--- config.mk ---
export PLATFORM = sky130hd
export DESIGN_NAME = tmpf_rank
export DESIGN_NICKNAME = d
export VERILOG_FILES = /design/src/rtl/tmpf_pkg.sv /design/src/rtl/tmpf_rank.sv
export SDC_FILE = /design/constraint.sdc
export NUM_CORES = 1
export LEC_CHECK = 0
export ABC_CLOCK_PERIOD_IN_PS = 4300
export BUFFER_PORTS_ARGS = -buffer_cell sky130_fd_sc_hd__clkbuf_2
export CAP_MARGIN = 30
export CORE_AREA = 2 2 187 189
export CTS_CLUSTER_SIZE = 40
export DETAILED_ROUTE_END_ITERATION = 8
export DIE_AREA = 0 0 189 191
export GPL_TIMING_DRIVEN = 0
export PLACE_DENSITY = 0.74
export SETUP_SLACK_MARGIN = 0.02
export SLEW_MARGIN = 20
export SYNTH_ARGS = -nofsm -noshare
export SYNTH_HDL_FRONTEND = slang
export SYNTH_SLANG_ARGS = --single-unit
--- constraint.sdc ---
create_clock -name clk -period 4.3 [get_ports clk]
set_clock_uncertainty 0.15 [all_clocks]
set_input_delay 0.645 -clock clk [delete_from_list [all_inputs] [get_ports clk]]
set_output_delay 0.645 -clock clk [all_outputs]
set_load 0.005 [all_outputs]
--- src/rtl/tmpf_pkg.sv ---
// ----------------------------------------------------------------------------
// tmpf_pkg
// Shared constants and types of the temporal median pixel filter.
// ----------------------------------------------------------------------------
`default_nettype none
package tmpf_pkg;
	localparam int SAMPLE_W     = 8;
	localparam int FRAME_W      = 13;
	localparam int WINDOW_DEF   = 9;
	localparam int PIXELS_DEF   = 4096;
	localparam logic [FRAME_W-1:0] FRAME_RESET = 13'd4096;

	typedef struct packed {
		logic                valid;
		logic                last;
		logic [SAMPLE_W-1:0] mid;
	} ring_ctl_t;
endpackage
`default_nettype wire

--- src/rtl/tmpf_rank.sv ---
// ----------------------------------------------------------------------------
// tmpf_rank
// Pipelined order-statistic selection of the median from the window samples.
// ----------------------------------------------------------------------------
`default_nettype none
module tmpf_rank import tmpf_pkg::*; #(
	parameter int WINDOW = WINDOW_DEF
) (
	input  wire logic                       clk,
	input  wire logic                       arst_n,
	input  wire logic                       en,
	input  wire ring_ctl_t                  in_ctl,
	input  wire logic [WINDOW-1:0][SAMPLE_W-1:0] in_word,
	output ring_ctl_t                       out_ctl,
	output logic [SAMPLE_W-1:0]             median
);
	localparam int RW   = $clog2(WINDOW + 1);
	localparam int NEED = WINDOW / 2 + 1;

	ring_ctl_t                       ctl_s2, ctl_s3, ctl_s4, ctl_s5;
	logic [WINDOW-1:0][SAMPLE_W-1:0] word_s2, word_s3, word_s4;
	logic [WINDOW-1:0][WINDOW-1:0]   lt_s3;
	logic [WINDOW-1:0][RW-1:0]       rank_s4;
	logic [SAMPLE_W-1:0]             med_s5;
	logic [WINDOW-1:0][WINDOW-1:0]   lt_c;
	logic [WINDOW-1:0][RW-1:0]       rank_c;
	logic [SAMPLE_W-1:0]             med_c;

	always_comb begin
		for (int i = 0; i < WINDOW; i++) begin
			for (int j = 0; j < WINDOW; j++) begin
				lt_c[i][j] = (word_s2[j] < word_s2[i]) ||
					((word_s2[j] == word_s2[i]) && (j < i));
			end
			rank_c[i] = RW'($countones(lt_s3[i]));
		end
		med_c = '0;
		for (int i = 0; i < WINDOW; i++) begin
			if (rank_s4[i] == RW'(NEED - 1)) begin
				med_c = med_c | word_s4[i];
			end
		end
	end

	always_ff @(posedge clk or negedge arst_n) begin
		if (!arst_n) begin
			ctl_s2 <= '0;
			ctl_s3 <= '0;
			ctl_s4 <= '0;
			ctl_s5 <= '0;
		end else if (en) begin
			ctl_s2 <= in_ctl;
			ctl_s3 <= ctl_s2;
			ctl_s4 <= ctl_s3;
			ctl_s5 <= ctl_s4;
		end
	end

	always_ff @(posedge clk) begin
		if (en) begin
			word_s2 <= in_word;
			word_s3 <= word_s2;
			lt_s3   <= lt_c;
			word_s4 <= word_s3;
			rank_s4 <= rank_c;
			med_s5  <= med_c;
		end
	end

	assign out_ctl = ctl_s5;
	assign median  = med_s5;
endmodule
`default_nettype wire

==> out/metrics.yaml, run 1 <==
synthesis:
  synth_edf_count: 332
  synth_area_um2: 20230
  netlist_instances: 1422
  synth_warnings: 0
  async_flop_share_pct: 10.75
  ys_ff_latch: 372
  syn_area_per_cell_um2: 14.23
  syn_nets: 1863
  synth.top_cell.area_share_pct: 49.29
  synth_top_cell_by_area: "edfxtp_1"
  ys_top_cells_by_area: "edfxtp_1 (49%), ha_1 (20%), dfrtp_1 (4.9%)"
  netlist-cell-type-count: 37
  ys_dominant_reg_cell: "edfxtp_1"
  ys_seq_area_share_pct: 54.23
finish:
  final.fill_count: 2394
  postLayoutCellArea_um2: 22900
  layout_common_cells: "edfxtp_1 (332), ha_1 (320), inv_1 (145)"
  final_common_cell: "edfxtp_1"
  post_route_cells_drive_above_1_share_pct: 15.97
  areaGrowthSynthToFinish_pct: 13.22
  utilization_pct: 67.13
  antennaDiodeCount: 0
  final_nets: 2017
drt:
  drc: 0
  ant_nets: 0
  vias_per_cell: 6.153
  drt_wl_total_um: 50040
  drtPass1Iterations: 6
  post_drt_wl_per_cell_um: 24.24
  drtIter0Drc: 992
  route.vias.total: 12700
placed_design:
  pre_cts_ws_ns: 1.155
  hpwl_um: 35390
  port_buffers: 102
  placed_cell_area_um2: 21440
  place_congestion: 0.8865
global_route:
  antenna_found_initial: 0
  grt_pass1_vias: 12930
  grt_overflow: 0
  grt_max_degree: 100
  grt_pass1_wl_um: 75000
  grtUsageTotal_pct: 28.56
sta:
  worst_slew_pin_slew_ns: 0.9018
  final_max_slew_viol_count: 0
  hold_violations: 0
  slew_headroom_pct: 39.63
  layout_setup_ws_ns: 1.136
  rsz0062_at_grt: "no"
  setup-violations-final: 0
  fin_crit_ns: 3.164
  fin_crit_sh_pct: 73.58
  fin_tns_setup_ns: 0
  fmaxAchievable_mhz: 316.1
critical_path:
  crit_path_start_kind: "flip-flop"
  cp.required_ns: 4.47
  r2r_cells: 9
  critPathMaxFanout: 2
  rr_startpoint: "lt_s3[18]"
  arrival_ns: 3.34
  critical_path_class: "flip-flop to flip-flop"
  r2r_slack_ns: 1.14
  crit_path_end_kind: "flip-flop"
  timing.rr.end: "rank_s4[10]"
power_and_ir_drop:
  p_int_mw: 8.048
  swShare_pct: 29.16
  irDropWorstVdd_mv: 0.3423
  p_per_area_nw_per_um2: 496.0
  comb_power_share_pct: 23.1
  clkPwrFrac_pct: 32.6
  seq_power_share_pct: 44.3
  switchingPower_mw: 3.312
  p_leak_nw: 9.728
cts:
  clock_latency_ns: 0.58
  cts_tree: "done"
  cts_sinks: 372
  clk_transition_reported_paths_ns: 0.06
  cts_buffer_depth: 3
  htreeDepth: 2
  cts_root_buf: "clkbuf_16"
  cts_made_buffers: 41
floorplan:
  start_util_pct: 59.29
  design.core.area_um2: 34120
  fp.dieW_um: 189
  fp-row-count: 68
  boundaryPins: 103
  die_area_um2: 36100
  die_h_um: 191
flow_run:
  drv_cap: 0
min_path:
  min_from: "in_word[66]"
  hold_path_end: "word_s2[66]"
  hold_depth: 1
  hp-class: "primary input to flip-flop"
outcome:
  status: "complete, no violations"
-- metrics by stage --
step	total power, mW	hold WS (ns)	cells
2_1_floorplan	6.659	0.1994	1422
3_3_place_gp	7.495	0.2505	1979
3_5_place_dp	7.692	0.2545	1986
4_1_cts	11.43	0.05287	2062
5_1_grt	11.95	0.06543	2064
6_report	11.36	0.08884	2064
-- state kept, by name, summed over array words and instances (netlist names), 36 cells and up --
signal / cells
word_s4: 72
rank_s4: 36
lt_s3: 72
word_s2: 72
word_s3: 72
-- per-layer routing --
| layer | vias up | routed length [um] | GRT usage (%) |
|---|---|---|---|
| li1 | 5812 | - | - |
| met1 | 6235 | 20260 | 37.39 |
| met2 | 507 | 23190 | 46.13 |
| met3 | 145 | 3835 | 4.957 |
| met4 | 0 | 2752 | 14.60 |
| met5 | - | 0 | 0 |
-- cells in the mapped netlist (11+ instances only) --
cell,count
mux2_2,68
edfxtp_1,332
ha_1,320
inv_1,145
fa_1,36
a21oi_1,81
o31a_1,28
nand2_1,29
nand4_1,66
o21ai_0,33
o21a_1,58
nand3_1,11
dfrtp_1,40
a21o_1,16
nor2b_1,48
o31ai_1,28
-- critical path, stage by stage (launching register included) --
cell,delay (ns)
edfxtp_1,0.39
fa_1,0.54
inv_1,0.05
fa_1,0.52
fa_1,0.45
inv_1,0.08
ha_1,0.17
inv_1,0.06
fa_1,0.37
xnor2_1,0.14
-- power groups by stage --
stage               Clock (mW)  Combinational (mW)  Sequential, mW
floorplan                    0                1.74            4.92
global placement             0                2.39            5.11
detailed placement           0                2.60            5.10
CTS                       3.78                2.63            5.03
global route              3.91                2.96            5.07
finish                    3.71                2.62            5.03
-- what timing repair did --
item	in CTS	in global routing
hold buffers	0	1
setup buffers	0	0
endpoints found under the hold margin	0	10
setup endpoints to repair	0	0
resized for setup	0	0
-- logic make-up after synthesis --
family          count (synthesis)  share of synthesized area, %
simple gates                  183                         5.802
mux                            68                         3.785
compound gates                286                         9.687
xor+xnor                        8                        0.3464
flops                         372                         54.23
fa+ha+maj                     356                         23.36
buf+inv                       149                         2.790
-- final cells by class --
class	count	area, um^2	share of cell area, %
flip-flops and latches	372	10970	47.90
well taps	455	569.3	2.486
inverters	145	544.3	2.377
repair buffers	111	663.1	2.896
clock buffers	58	1140	4.977
plain buffers	4	20.02	0.08741
multi-input cells	901	8702	38.00
clock inverters	18	292.8	1.278
-- worst max-delay path by stage --
stage                         start          end  slack, ns  depth (start not counted)
after floorplan           lt_s3[18]  rank_s4[10]       1.32                          9
after global placement           en    ctl_s3[0]      -3.57                          3
after detailed placement  lt_s3[18]  rank_s4[10]       1.16                          9
after CTS                 lt_s3[18]  rank_s4[10]       1.12                          9
after global routing      lt_s3[18]  rank_s4[10]       1.04                          9
final                     lt_s3[18]  rank_s4[10]       1.14                          9
(Power assumes the default switching activity.)
==> inputs of run 2 (changes only) <==
--- a/config.mk
+++ b/config.mk
@@ -5,15 +5,16 @@
 export SDC_FILE = /design/constraint.sdc
 export NUM_CORES = 1
 export LEC_CHECK = 0
-export ABC_CLOCK_PERIOD_IN_PS = 4300
+export ABC_AREA = 1
+export ABC_CLOCK_PERIOD_IN_PS = 2700
 export BUFFER_PORTS_ARGS = -buffer_cell sky130_fd_sc_hd__clkbuf_2
 export CAP_MARGIN = 30
-export CORE_AREA = 2 2 187 189
+export CORE_AREA = 2 2 197 199
 export CTS_CLUSTER_SIZE = 40
 export DETAILED_ROUTE_END_ITERATION = 8
-export DIE_AREA = 0 0 189 191
+export DIE_AREA = 0 0 199 201
 export GPL_TIMING_DRIVEN = 0
-export PLACE_DENSITY = 0.74
+export PLACE_DENSITY = 0.72
 export SETUP_SLACK_MARGIN = 0.02
 export SLEW_MARGIN = 20
 export SYNTH_ARGS = -nofsm -noshare
==> constraint.sdc (replaced) <==
create_clock -name clk -period 2.7 [get_ports clk]
set_clock_uncertainty 0.15 [all_clocks]
set_input_delay 0.405 -clock clk [delete_from_list [all_inputs] [get_ports clk]]
set_output_delay 0.405 -clock clk [all_outputs]
set_load 0.005 [all_outputs]
==> out/metrics.yaml, run 2 <==
synthesis:
  ys_ff_latch: 372  # unchanged
  synth_warnings: 0  # unchanged
  netlist-cell-type-count: 20  # -46%
  syn_nets: 2405  # +29%
  synth.most_common_cell: "nand2_1"
  synth.top_cell.area_share_pct: 47.32  # -2.0 points
  async_flop_share_pct: 10.75  # unchanged
  ys_seq_area_share_pct: 52.07  # -2.2 points
  netlist_instances: 1964  # +38%
  syn_area_per_cell_um2: 10.73  # -25%
  synth_common_cells: "nand2_1 (421), edfxtp_1 (332), ha_1 (320), inv_1 (315), nor2_1 (141)"
  ys_dominant_reg_cell: "edfxtp_1"
  synth_area_um2: 21070  # +4.2%
  synth_edf_count: 332  # unchanged
  synth_top_cell_by_area: "edfxtp_1"
  ys_top_cells_by_area: "edfxtp_1 (47%), ha_1 (19%), nand2_1 (7.5%)"
finish:
  final_nets: 2648  # +31%
  postLayoutCellArea_um2: 24820  # +8.4%
  layout_common_cells: "nand2_1 (420), edfxtp_1 (332), ha_1 (312)"
  final_common_cell: "nand2_1"
  post_route_cells_drive_above_1_share_pct: 12.41  # -3.6 points
  multi_input_area_um2: 8962  # +3.0%
  seqCellArea_um2: 10970  # unchanged
  areaGrowthSynthToFinish_pct: 17.78
  final.fill_count: 2859  # +19%
  antennaDiodeCount: 0  # unchanged
global_route:
  grt_pass1_vias: 14700  # +14%
  antenna_found_initial: 1  # +1
  grt_pass1_wl_um: 81220  # +8.3%
  grtUsageTotal_pct: 27.45  # -1.1 points
  grt_max_degree: 105  # +5.0%
  grt_overflow: 0  # unchanged
critical_path:
  max_stage_delay_ns: 0.53  # about the same
  cp.required_ns: 2.86  # -1.61 ns
  cpMostUsedCell: "inv_2"
  crit_path_end_kind: "flip-flop"
  path_cells: "fa_1 > inv_1 > fa_1 > fa_2 > inv_2 > ha_4 > inv_2 > fa_2 > inv_2"
  cp_slowest_cell: "fa_1"
  critical_path_class: "flip-flop to flip-flop"
  timing.rr.end: "rank_s4[9]"
  arrival_ns: 3.33  # about the same
  r2r_slack_ns: -0.47  # -1.60 ns
  critPathBufInv: 4  # +1
  crit_path_start_kind: "flip-flop"
  critPathMaxFanout: 2  # unchanged
  r2r_cells: 9  # unchanged
  cpLargestDelayFamily: "adder cells"
  rr_startpoint: "lt_s3[19]"
drt:
  drc: 0  # unchanged
  drtIter0Drc: 1267  # +28%
  drtPass1Iterations: 5  # -1
  drt_wl_total_um: 54300  # +8.5%
  post_drt_wl_per_cell_um: 19.69  # -19%
  route.vias.total: 15020  # +18%
  ant_nets: 0  # unchanged
  vias_per_cell: 5.445  # -12%
flow_run:
  drv_cap: 0  # unchanged
outcome:
  failed_checks: "setup timing"
  status: "finished with violations"
sta:
  slew_headroom_pct: 46.28  # +6.7 points
  rsz0062_at_grt: "yes"
  fin_crit_ns: 3.166  # +0.002012 ns
  worst_slew_pin_slew_ns: 0.8057  # -0.09604 ns
  setup-violations-final: 22  # +22
  layout_setup_ws_ns: -0.4660  # -1.602 ns
  hold_violations: 0  # unchanged
  fmaxAchievable_mhz: 315.9  # about the same
  final_max_slew_viol_count: 0  # unchanged
  fin_crit_sh_pct: 117.3  # +44 points
power_and_ir_drop:
  swShare_pct: 31.79  # +2.6 points
  seq_power_share_pct: 43.1  # -1.2 points
  p_per_area_nw_per_um2: 739.1  # +49%
  comb_power_share_pct: 26.1  # +3.0 points
  p_leak_nw: 11.97  # +23%
  clkPwrFrac_pct: 30.8  # -1.8 points
  irDropWorstVdd_mv: 0.4792  # +40%
  power_mw: 18.34  # +61%
  switchingPower_mw: 5.831  # +76%
  p_int_mw: 12.51  # +55%
floorplan:
  die_h_um: 201  # +5.2%
  fp-row-count: 72  # +5.9%
  fp.dieW_um: 199  # +5.3%
  boundaryPins: 103  # unchanged
  die_area_um2: 40000  # +11%
  design.core.area_um2: 38110  # +12%
  start_util_pct: 55.29  # -4.0 points
cts:
  cts_made_buffers: 41  # unchanged
  clk_transition_reported_paths_ns: 0.06  # about the same
  cts_sinks: 372  # unchanged
  cts_tree: "done"
  cts_root_buf: "clkbuf_16"
  cts_buffer_depth: 3  # unchanged
  clock_latency_ns: 0.58  # about the same
  htreeDepth: 2  # unchanged
placed_design:
  port_buffers: 102  # unchanged
  placed_cell_area_um2: 22350  # +4.2%
  hpwl_um: 37800  # +6.8%
  place_congestion: 0.8676  # -2.1%
min_path:
  hp-class: "primary input to async pin"
==> run 2: cell types whose count changed in the layout (fill, tap and decap cells not counted), sizes merged, moves of 47 or more <==
cell	change
o21a	-58
a21oi	+47
nor2	+148
mux2	-68
inv	+179
dlygate4sd3	+82
nor2b	-48
nand2	+392
==> run 2: worst max-delay path by stage <==
stage	endpoint	cells past startpoint	startpoint	slack (ns)
2_1_floorplan	rank_s4[10]	9	lt_s3[18]	-0.28
3_3_place_gp	ctl_s2[6]	4	en	-4.91
3_5_place_dp	rank_s4[10]	9	lt_s3[18]	-0.49
4_1_cts	rank_s4[9]	9	lt_s3[18]	-0.45
5_1_grt	rank_s4[9]	9	lt_s3[18]	-0.51
6_report	rank_s4[9]	9	lt_s3[19]	-0.47
==> run 2: cell families after synthesis <==
family	synth area share, %
buf+inv	6.182
simple gates	14.26
flops	52.07
xor+xnor	0.3326
compound gates	4.739
fa+ha+maj	22.42
==> run 2: timing repair <==
| item | in CTS | in global routing |
|---|---|---|
| endpoints found under the hold margin | 122 | 0 |
| pin swaps | 7 | 11 |
| hold buffers | 83 | 0 |
| buffers inserted | 3 | 8 |
| endpoints found under the setup margin | 26 | 31 |
| resized for setup | 21 | 26 |
==> run 2: stage by stage <==
step                setup slack [ns]  cells  setup TNS [ns]  utilization, %  hold WS (ns)
finish                       -0.4660   2758          -5.560           65.12       0.09481
detailed placement           -0.4949   2587          -5.310           58.65        0.2545
global placement              -4.912   2584        -1569.39           58.41        0.2505
floorplan                    -0.2786   1964          -2.341               -      -0.04059
CTS                          -0.4454   2749          -4.933           64.69        0.2453
global route                 -0.5130   2758          -7.527           65.12        0.1075
==> run 2: per-layer routing <==
| metal | GRT usage (%) | share of wire, % |
|---|---|---|
| met1 | 37.32 | 42 |
| met2 | 45.02 | 47 |
| met3 | 3.999 | 7.0 |
| met4 | 9.808 | 3.6 |
| met5 | 0 | 0.024 |
==> run 2: layout make-up <==
class / instances / area share [%]
Buffer: 16 / 0.3933
Clock buffer: 47 / 4.437
Clock inverter: 29 / 1.119
Inverter: 321 / 4.855
Multi-Input combinational cell: 1255 / 36.11
Sequential cell: 372 / 44.21
Tap cell: 518 / 2.612
Timing Repair Buffer: 200 / 6.262
==> run 2: power by group through the flow <==
stage / Combinational, mW / Clock [mW] / Sequential (mW)
2_1_floorplan: 2.90 / 0 / 7.73
3_3_place_gp: 3.93 / 0 / 8.04
5_1_grt: 5.40 / 5.98 / 7.96
4_1_cts: 4.51 / 5.76 / 7.89
3_5_place_dp: 4.23 / 0 / 8.00
6_report: 4.78 / 5.65 / 7.91
==> inputs of run 3 (changes only) <==
--- a/config.mk
+++ b/config.mk
@@ -9,10 +9,10 @@
 export ABC_CLOCK_PERIOD_IN_PS = 2700
 export BUFFER_PORTS_ARGS = -buffer_cell sky130_fd_sc_hd__clkbuf_2
 export CAP_MARGIN = 30
-export CORE_AREA = 2 2 197 199
+export CORE_AREA = 5 5 200 202
 export CTS_CLUSTER_SIZE = 40
 export DETAILED_ROUTE_END_ITERATION = 8
-export DIE_AREA = 0 0 199 201
+export DIE_AREA = 0 0 205 207
 export GPL_TIMING_DRIVEN = 0
 export PLACE_DENSITY = 0.72
 export SETUP_SLACK_MARGIN = 0.02
==> out/metrics.yaml, run 3 (synthesized netlist as in run 2, its figures left out) <==
power_and_ir_drop:
  irDropWorstVdd_mv: 0.5412  # +13%
  switchingPower_mw: 5.841  # +0.17%
  power_mw: 18.80  # +2.5%
  p_int_mw: 12.96  # +3.6%
  p_leak_nw: 12.01  # +0.41%
  seq_power_share_pct: 42.0  # -1.1 points
  comb_power_share_pct: 25.8  # -0.3 points
  clkPwrFrac_pct: 32.2  # +1.4 points
  p_per_area_nw_per_um2: 753.9  # +2.0%
  swShare_pct: 31.06  # -0.73 points
critical_path:
  r2r_cells: 9  # unchanged
  crit_start: "lt_s3[18]"
  critical_path_class: "flip-flop to flip-flop"
  crit_path_end: "rank_s4[9]"
  rr_startpoint: "lt_s3[18]"
  crit_path_start_kind: "flip-flop"
  cp.required_ns: 2.87  # about the same
  crit_path_end_kind: "flip-flop"
  arrival_ns: 3.34  # about the same
  r2r_slack_ns: -0.46  # about the same
  critPathMaxFanout: 2  # unchanged
  timing.rr.end: "rank_s4[9]"
placed_design:
  hpwl_um: 38070  # +0.71%
  place_congestion: 0.8793  # +1.3%
  port_buffers: 102  # unchanged
  placed_cell_area_um2: 22350  # unchanged
cts:
  cts_root_buf: "clkbuf_16"
  cts_buffer_depth: 3  # unchanged
  clock_latency_ns: 0.58  # about the same
  htreeDepth: 2  # unchanged
  cts_sinks: 372  # unchanged
  clk_transition_reported_paths_ns: 0.06  # about the same
  cts_tree: "done"
  cts_made_buffers: 41  # unchanged
floorplan:
  design.core.area_um2: 38110  # unchanged
  fp-row-count: 72  # unchanged
  die_h_um: 207  # +3.0%
  boundaryPins: 103  # unchanged
  fp.dieW_um: 205  # +3.0%
  die_area_um2: 42440  # +6.1%
  start_util_pct: 55.29  # unchanged
sta:
  fmaxAchievable_mhz: 316.1  # about the same
  fin_hold_ws_ns: 0.06354  # -0.03127 ns
  fin_crit_sh_pct: 117.2  # about the same
  rsz0062_at_grt: "yes"
  fin_tns_setup_ns: -5.414  # +0.1454 ns
  final_max_slew_viol_count: 0  # unchanged
  fin_crit_ns: 3.163  # -0.002791 ns
  layout_setup_ws_ns: -0.4632  # +0.002791 ns
  worst_slew_pin_slew_ns: 0.7600  # -0.04573 ns
  slew_headroom_pct: 49.33  # +3.0 points
  hold_violations: 0  # unchanged
  setup-violations-final: 23  # +4.5%
drt:
  drt_wl_total_um: 54000  # -0.55%
  drtIter0Drc: 1241  # -2.1%
  vias_per_cell: 5.486  # +0.77%
  drtPass1Iterations: 6  # +1
  drc: 0  # unchanged
  post_drt_wl_per_cell_um: 19.58  # -0.55%
  route.vias.total: 15130  # +0.77%
  ant_nets: 0  # unchanged
outcome:
  status: "finished with violations"
  failed_checks: "setup timing"
flow_run:
  drv_cap: 0  # unchanged
global_route:
  grtUsageTotal_pct: 25.48  # -2.0 points
  grt_max_degree: 104  # -0.95%
  antenna_found_initial: 1  # unchanged
  grt_pass1_wl_um: 82810  # +2.0%
  grt_overflow: 0  # unchanged
  grt_pass1_vias: 15130  # +2.9%
finish:
  utilization_pct: 65.45  # +0.32 points
  final_common_cell: "nand2_1"
  final_nets: 2649  # +0.038%
  postLayoutCellArea_um2: 24940  # +0.49%
  final.fill_count: 2851  # -0.28%
  post_route_cells_drive_above_1_share_pct: 12.28  # -0.13 points
  antennaDiodeCount: 0  # unchanged
  areaGrowthSynthToFinish_pct: 18.36
  layout_common_cells: "nand2_1 (417), edfxtp_1 (332), ha_1 (312)"
min_path:
  hp-class: "primary input to async pin"
==> run 3: through the flow <==
stage,std cells,worst slack (ns)
2_1_floorplan,1964,-0.2786
3_3_place_gp,2584,-4.891
3_5_place_dp,2587,-0.4785
4_1_cts,2752,-0.4398
5_1_grt,2758,-0.5499
6_report,2758,-0.4632
==> run 3: worst max-delay path, cell delays in order, from the launching register on <==
cell      delay [ns]
edfxtp_1        0.43
fa_1            0.56
inv_2           0.04
fa_1            0.50
fa_1            0.43
inv_2           0.09
ha_4            0.13
inv_2           0.04
fa_2            0.52
inv_2           0.03
==> run 3: worst min path at each step <==
stage	startpoint	endpoint	slack [ns]
floorplan	arst_n	ctl_s2[0]	-0.04
global placement	word_s3[30]	word_s4[30]	0.25
detailed placement	word_s3[10]	word_s4[10]	0.25
CTS	word_s3[28]	word_s4[28]	0.26
global route	arst_n	ctl_s2[8]	0.09
finish	arst_n	ctl_s2[2]	0.06
==> run 3: layer usage <==
layer  wire length [um]  share of wire (%)  vias to the layer above  track usage [%]
li1                   -                  -                     7182                -
met5                  0                  0                        -                0
met3               3641                6.7                      139            3.206
met1              22670                 42                     7267            34.76
met4               2159                4.0                        0            9.471
met2              25530                 47                      543            42.09
==> run 3: layout make-up <==
cell class                 count  area [um^2]  share of cell area [%]
tap                          518        648.1                   2.599
clock inverter                30        426.7                   1.711
buffer                        16        97.59                  0.3913
sequential                   372        10970                   43.99
clock buffer                  45         1041                   4.174
multi-input combinational   1255         8985                   36.03
inverter                     321         1205                   4.831
timing repair buffer         201         1565                   6.276
==> run 3: what timing repair did <==
action / in CTS / in global routing
pin swaps: 22 / 20
hold endpoints to repair: 122 / 0
resized for setup: 29 / 25
hold buffers: 83 / 0
endpoints found under the setup margin: 27 / 31
setup buffers: 7 / 7
==> run 3: power groups by stage <==
| stage | sequential, mW | combinational [mW] | clock (mW) |
|---|---|---|---|
| 5_1_grt | 7.95 | 5.54 | 6.37 |
| 6_report | 7.89 | 4.85 | 6.06 |
| 2_1_floorplan | 7.73 | 2.90 | 0 |
| 3_3_place_gp | 8.03 | 3.97 | 0 |
| 4_1_cts | 7.88 | 4.62 | 6.16 |
| 3_5_place_dp | 7.99 | 4.28 | 0 |
